### config.mk
export PLATFORM = sky130hd
export DESIGN_NAME = mhpq_engine
export DESIGN_NICKNAME = d
export VERILOG_FILES = /design/src/mhpq_pkg.sv /design/src/mhpq_engine.sv
export SDC_FILE = /design/constraint.sdc
export NUM_CORES = 1
export LEC_CHECK = 0
export BUFFER_PORTS_ARGS = -buffer_cell sky130_fd_sc_hd__buf_2
export CAP_MARGIN = 0
export CORE_UTILIZATION = 49
export DETAILED_ROUTE_END_ITERATION = 8
export PLACE_DENSITY_LB_ADDON = 0.08
export SLEW_MARGIN = 15
export SYNTH_ARGS = -nofsm -noshare
export SYNTH_HDL_FRONTEND = slang
export SYNTH_SLANG_ARGS = --single-unit
### constraint.sdc
create_clock -name clk -period 5 [get_ports clk]
set_clock_uncertainty 0.1 [all_clocks]
set_input_delay 0.25 -clock clk [delete_from_list [all_inputs] [get_ports clk]]
set_output_delay 0.25 -clock clk [all_outputs]
set_load 0.01 [all_outputs]
### src/mhpq_pkg.sv
// Shared types and constants for the max-heap priority queue.
// No dependencies; used by the engine and the top level.
package mhpq_pkg;

  localparam int KEY_W        = 32;
  localparam int COUNT_W      = 8;
  localparam int STATUS_W     = 2;
  localparam int CAPACITY_DEF = 255;

  localparam logic ACT_INSERT = 1'b0;
  localparam logic ACT_REMOVE = 1'b1;

  localparam logic [STATUS_W-1:0] STATUS_DONE  = 2'd0;
  localparam logic [STATUS_W-1:0] STATUS_FULL  = 2'd1;
  localparam logic [STATUS_W-1:0] STATUS_EMPTY = 2'd2;

  typedef struct packed {
    logic [STATUS_W-1:0]     status;
    logic signed [KEY_W-1:0] max_key;
    logic [COUNT_W-1:0]      count;
  } res_t;

endpackage

### src/mhpq_engine.sv
// Heap sequencer: runs sift-up and sift-down against the heap RAM, with no cycle
// both reading and writing it. Depends on mhpq_pkg.
module mhpq_engine #(
  parameter int CAPACITY = mhpq_pkg::CAPACITY_DEF
) (
  input  logic                                clk,
  input  logic                                rst_n,
  input  logic                                start,
  input  logic                                action,
  input  logic signed [mhpq_pkg::KEY_W-1:0]   key,
  output logic                                idle,
  output logic                                res_valid,
  input  logic                                res_take,
  output mhpq_pkg::res_t                      res,
  output logic                                ram_we,
  output logic [$clog2(CAPACITY+1)-1:0]       ram_waddr,
  output logic [mhpq_pkg::KEY_W-1:0]          ram_wdata,
  output logic                                ram_re,
  output logic [$clog2(CAPACITY+1)-1:0]       ram_raddr,
  input  logic [mhpq_pkg::KEY_W-1:0]          ram_rdata
);
  import mhpq_pkg::*;

  localparam int AW = $clog2(CAPACITY + 1);
  localparam logic [AW-1:0] CAP = AW'(CAPACITY);
  localparam logic [AW-1:0] ONE = AW'(1);

  localparam logic [3:0] S_IDLE     = 4'd0;
  localparam logic [3:0] S_UP_RD    = 4'd1;
  localparam logic [3:0] S_UP_CMP   = 4'd2;
  localparam logic [3:0] S_DN_TOP   = 4'd3;
  localparam logic [3:0] S_DN_MOVE  = 4'd4;
  localparam logic [3:0] S_DN_KID   = 4'd5;
  localparam logic [3:0] S_DN_LEFT  = 4'd6;
  localparam logic [3:0] S_DN_RIGHT = 4'd7;
  localparam logic [3:0] S_DN_CMP   = 4'd8;
  localparam logic [3:0] S_FIN      = 4'd9;

  logic [3:0]              state_r, state_nxt;
  logic [AW-1:0]           cnt_r, cnt_nxt;
  logic [AW-1:0]           pos_r, pos_nxt;
  logic [AW:0]             kid_r, kid_nxt;
  logic signed [KEY_W-1:0] key_r, key_nxt;
  logic signed [KEY_W-1:0] top_r, top_nxt;
  logic signed [KEY_W-1:0] big_r, big_nxt;
  res_t                    res_r, res_nxt;
  logic signed [KEY_W-1:0] rd_key;

  assign rd_key    = $signed(ram_rdata);
  assign idle      = (state_r == S_IDLE);
  assign res_valid = (state_r == S_FIN);
  assign res       = res_r;

  always_comb begin
    state_nxt = state_r;
    cnt_nxt   = cnt_r;
    pos_nxt   = pos_r;
    kid_nxt   = kid_r;
    key_nxt   = key_r;
    top_nxt   = top_r;
    big_nxt   = big_r;
    res_nxt   = res_r;
    ram_we    = 1'b0;
    ram_waddr = pos_r;
    ram_wdata = key_r;
    ram_re    = 1'b0;
    ram_raddr = ONE;
    case (state_r)
      S_IDLE: begin
        if (start) begin
          key_nxt = key;
          if (action == ACT_INSERT) begin
            if (cnt_r >= CAP) begin
              res_nxt   = '{STATUS_FULL, '0, COUNT_W'(cnt_r)};
              state_nxt = S_FIN;
            end else begin
              pos_nxt   = cnt_r + ONE;
              cnt_nxt   = cnt_r + ONE;
              state_nxt = S_UP_RD;
            end
          end else begin
            if (cnt_r == '0) begin
              res_nxt   = '{STATUS_EMPTY, '0, COUNT_W'(cnt_r)};
              state_nxt = S_FIN;
            end else begin
              ram_re    = 1'b1;
              ram_raddr = ONE;
              state_nxt = S_DN_TOP;
            end
          end
        end
      end
      S_UP_RD: begin
        if (pos_r == ONE) begin
          ram_we    = 1'b1;
          res_nxt   = '{STATUS_DONE, '0, COUNT_W'(cnt_r)};
          state_nxt = S_FIN;
        end else begin
          ram_re    = 1'b1;
          ram_raddr = pos_r >> 1;
          state_nxt = S_UP_CMP;
        end
      end
      S_UP_CMP: begin
        ram_we = 1'b1;
        if (key_r > rd_key) begin
          // move the smaller parent down into the hole
          ram_wdata = ram_rdata;
          pos_nxt   = pos_r >> 1;
          state_nxt = S_UP_RD;
        end else begin
          res_nxt   = '{STATUS_DONE, '0, COUNT_W'(cnt_r)};
          state_nxt = S_FIN;
        end
      end
      S_DN_TOP: begin
        top_nxt   = rd_key;
        ram_re    = 1'b1;
        ram_raddr = cnt_r;
        state_nxt = S_DN_MOVE;
      end
      S_DN_MOVE: begin
        key_nxt   = rd_key;
        cnt_nxt   = cnt_r - ONE;
        pos_nxt   = ONE;
        kid_nxt   = (AW+1)'(2);
        state_nxt = S_DN_KID;
      end
      S_DN_KID: begin
        if (kid_r > {1'b0, cnt_r}) begin
          ram_we    = 1'b1;
          res_nxt   = '{STATUS_DONE, top_r, COUNT_W'(cnt_r)};
          state_nxt = S_FIN;
        end else begin
          ram_re    = 1'b1;
          ram_raddr = kid_r[AW-1:0];
          state_nxt = S_DN_LEFT;
        end
      end
      S_DN_LEFT: begin
        big_nxt = rd_key;
        if (kid_r < {1'b0, cnt_r}) begin
          ram_re    = 1'b1;
          ram_raddr = kid_r[AW-1:0] + ONE;
          state_nxt = S_DN_RIGHT;
        end else begin
          state_nxt = S_DN_CMP;
        end
      end
      S_DN_RIGHT: begin
        // left child wins ties
        if (rd_key > big_r) begin
          big_nxt = rd_key;
          kid_nxt = kid_r + (AW+1)'(1);
        end
        state_nxt = S_DN_CMP;
      end
      S_DN_CMP: begin
        ram_we = 1'b1;
        if (big_r > key_r) begin
          ram_wdata = big_r;
          pos_nxt   = kid_r[AW-1:0];
          kid_nxt   = {kid_r[AW-1:0], 1'b0};
          state_nxt = S_DN_KID;
        end else begin
          res_nxt   = '{STATUS_DONE, top_r, COUNT_W'(cnt_r)};
          state_nxt = S_FIN;
        end
      end
      S_FIN: begin
        if (res_take) begin
          state_nxt = S_IDLE;
        end
      end
      default: begin
        state_nxt = S_IDLE;
      end
    endcase
  end

  always_ff @(posedge clk) begin
    if (!rst_n) begin
      state_r <= S_IDLE;
      cnt_r   <= '0;
    end else begin
      state_r <= state_nxt;
      cnt_r   <= cnt_nxt;
    end
    pos_r <= pos_nxt;
    kid_r <= kid_nxt;
    key_r <= key_nxt;
    top_r <= top_nxt;
    big_r <= big_nxt;
    res_r <= res_nxt;
  end

endmodule
==> key figures <==
Status
  • Outcome: complete, no violations

Routing
  • 1st-iter DRT viols: 686
  • Total number of vias: 8434
  • Antenna-violating nets left: 0
  • DRC errors left: 0
  • Vias per std cell: 5.75
  • Total Wirelength: 28200 um
  • Routed wire per std cell: 19.2 um
  • DRT Pass-1 Iters: 5

Cells and area
  • Post-layout util: 0.601
  • Final nets: 1362
  • # diodes: 0
  • Most frequent cells in the layout: 162 x buf_2, 155 x edfxtp_1, 120 x inv_1
  • Final std cells w/o fill: 1468
  • Area grow syn2layout: 19.5%
  • Layout fillers: 1779
  • Ratio of cells with drive above 1 in the final layout: 0.191
  • Commonest non-fill, non-tap cell in the layout: buf_2

Critical path
  • CP Capture Type: output port
  • Crit-path max cell delay: 650 ps
  • Crit path DAT: 3910 ps
  • Crit path launch type: input pin
  • Critical path peak fanout: 20
  • Slowest CP cell: o211ai_2
  • Setup Crit Path Kind: input pin to output port
  • Critical path cell sequence: dlygate4sd3_1 > buf_2 > inv_1 > ha_1 > a21oi_1 > o21ai_0 > a221o_1 > o31a_1 > o211ai_2 > buf_4 > nor3_1 > a221o_1 > buf_2
  • WP data required: 4650 ps

GRT
  • Total GRT Usage: 0.265
  • Gr ovfl total: 0
  • First-pass GRT wire length: 44000 um
  • Largest net degree at the start of global routing: 39
  • Vias in the first global route: 8148
  • Initial antenna violation count: 0

Timing
  • Clock period minus final worst setup slack: 4260 ps
  • Final hold violation count: 0
  • RSZ-0062 raised after global routing: false
  • Final hold slack: 5.61 ps
  • Fmax: 0.235 GHz
  • Tightest Pin Transition: 1050 ps
  • Final setup fails: 0
  • TNS Setup: 0 ps
  • Max Slew Vio Count: 0
  • Slew margin rel.: 0.297
  • Crit share post-route: 0.852

Clock network
  • Post_cts resized: 0
  • CTS tree: yes
  • Clock tree buffer depth: 2
  • H-tree levels: 4
  • Root Buffer: clkbuf_16
  • Worst skew pair latency: 430 ps
  • Num CTS Buffers: 17
  • Clock sink count: 167
  • Worst-path clk slew: 70 ps

Logic synthesis
  • Number of synthesized flops with an enable pin: 155
  • Syn_nets: 1174
  • Ys flop type: edfxtp_1
  • Asr flop ratio synth: 0
  • Distinct cells, synth: 66
  • Mapped Avg Cell Area: 10.3 um2
  • Synthesis Warnings: 0
  • Register bit count reported by yosys: 167
  • Synth Instances: 998
  • Cell Area, Synth: 10200 um2
  • Sequential area share after synthesis: 0.478

Placed design
  • Hpwl dp: 20000 um
  • Gp weighted congestion: 0.897
  • Post-placement cell count: 1400
  • Buffers on Ports: 162

Power and ir drop
  • Comb power frac: 0.456
  • Leakage: 5.26 nW
  • Sequential fraction of design power: 0.359
  • Max VDD drop: 373 uV
  • PD cells: 562 nW/um2
  • Clk pwr share: 0.185
  • Internal power: 4.03 mW
  • Switching part of the total: 0.415
  • Final Power: 6.89 mW
  • P_sw: 2.85 mW

Min path
  • HP Class: input pin to flop

Floorplan
  • DIE HEIGHT: 147 um
  • I/O pins: 163
  • Core area: 20400 um2
  • Die X: 147 um
  • Die ar.: 21500 um2
  • Initial core utilization: 0.503
  • FP Rows: 52

Run
  • Max-cap violations: 0
==> power by group through the flow <==
| stage | Combinational (mW) | Clock, mW | Sequential (mW) |
|---|---|---|---|
| 3_5_place_dp | 3.09 | 0 | 2.49 |
| 3_3_place_gp | 3.05 | 0 | 2.49 |
| 4_1_cts | 3.14 | 1.30 | 2.46 |
| 6_report | 3.14 | 1.27 | 2.47 |
| 2_1_floorplan | 1.91 | 0 | 2.50 |
| 5_1_grt | 3.44 | 1.34 | 2.52 |
==> area by class of cell <==
| class | count | area (um2) | share of cell area |
|---|---|---|---|
| well taps | 270 | 338 | 0.0276 |
| inverters | 120 | 450 | 0.0368 |
| multi-input cells | 669 | 4730 | 0.386 |
| flip-flops and latches | 167 | 4890 | 0.400 |
| repair buffers | 211 | 1280 | 0.105 |
| clock buffers | 18 | 429 | 0.0350 |
| clock inverters | 13 | 121 | 0.00991 |
==> layer usage <==
| metal | up-vias | global-route usage | part of all wire |
|---|---|---|---|
| met5 | - | 0 | 0 |
| met4 | 0 | 0.0719 | 0.013 |
| met3 | 23 | 0.0484 | 0.061 |
| met2 | 302 | 0.434 | 0.48 |
| met1 | 4043 | 0.361 | 0.45 |
| li1 | 4066 | - | - |
==> final timing paths <==
check | to | slack [ps] | from | depth (start not counted)
min reg2reg | res[24]$_DFFE_PP_ | 420 | top_r[16]$_DFFE_PP_ | 1
max | ram_wdata[1] | 740 | ram_rdata[5] | 13
max reg2reg | res[33]$_DFFE_PP_ | 1140 | key_r[5]$_DFFE_PP_ | 9
min | key_r[14]$_DFFE_PP_ | 6 | key[14] | 3
==> registers in the layout, summed over array words and instances (netlist names) <==
register   count
ram_waddr      8
cnt_r          8
kid_r          9
res           42
key_r         32
state_r        4
big_r         32
top_r         32
==> kinds of logic after synthesis <==
family                   count (synthesis)  synth area share
adder cells (fa/ha/maj)                107             0.131
AND/OR/NAND/NOR                        307             0.155
XOR/XNOR                                16            0.0137
buffers and inverters                  162            0.0641
multiplexers                             6           0.00659
flip-flops                             167             0.478
AO/OA/AOI/OAI                          233             0.153
==> cells in the mapped netlist (6+ instances only) <==
master | count | area share
or3_1 | 6 | 0.0037
a31oi_1 | 7 | 0.0043
ha_1 | 107 | 0.13
o31ai_1 | 6 | 0.0044
o211ai_1 | 12 | 0.0088
edfxtp_1 | 155 | 0.45
nand2_1 | 92 | 0.034
and3_1 | 14 | 0.0085
inv_1 | 120 | 0.044
nand3_1 | 19 | 0.0093
a21oi_1 | 59 | 0.029
a221o_1 | 37 | 0.036
nand4_1 | 24 | 0.015
mux2_2 | 6 | 0.0066
nor2_1 | 38 | 0.014
clkbuf_1 | 27 | 0.0099
a211oi_1 | 10 | 0.0073
dfxtp_1 | 12 | 0.023
nor3_1 | 46 | 0.022
xnor2_1 | 15 | 0.013
a21o_1 | 6 | 0.0044
and2_1 | 37 | 0.023
buf_2 | 6 | 0.0029
o21ai_0 | 61 | 0.030
==> critical path: cells and delay by family <==
family / cells / cell delay [ps]
AO/OA/AOI/OAI: 6 / 1940
adder cells (fa/ha/maj): 1 / 320
buffers and inverters: 5 / 1320
AND/OR/NAND/NOR: 1 / 80
==> stage by stage <==
step | area [um2] | setup WS (ps)
floorplan | 10200 | 1270
global placement | 11300 | 1180
detailed placement | 11300 | 1150
CTS | 12200 | 791
global route | 12200 | 644
finish | 12200 | 741
==> what timing repair did <==
action                     in CTS  in global routing
hold buffers                   37                  0
hold endpoints to repair       69                  0
setup endpoints to repair       0                  0
buffers inserted                0                  0
Note: power is estimated with default switching activity, not from simulation.
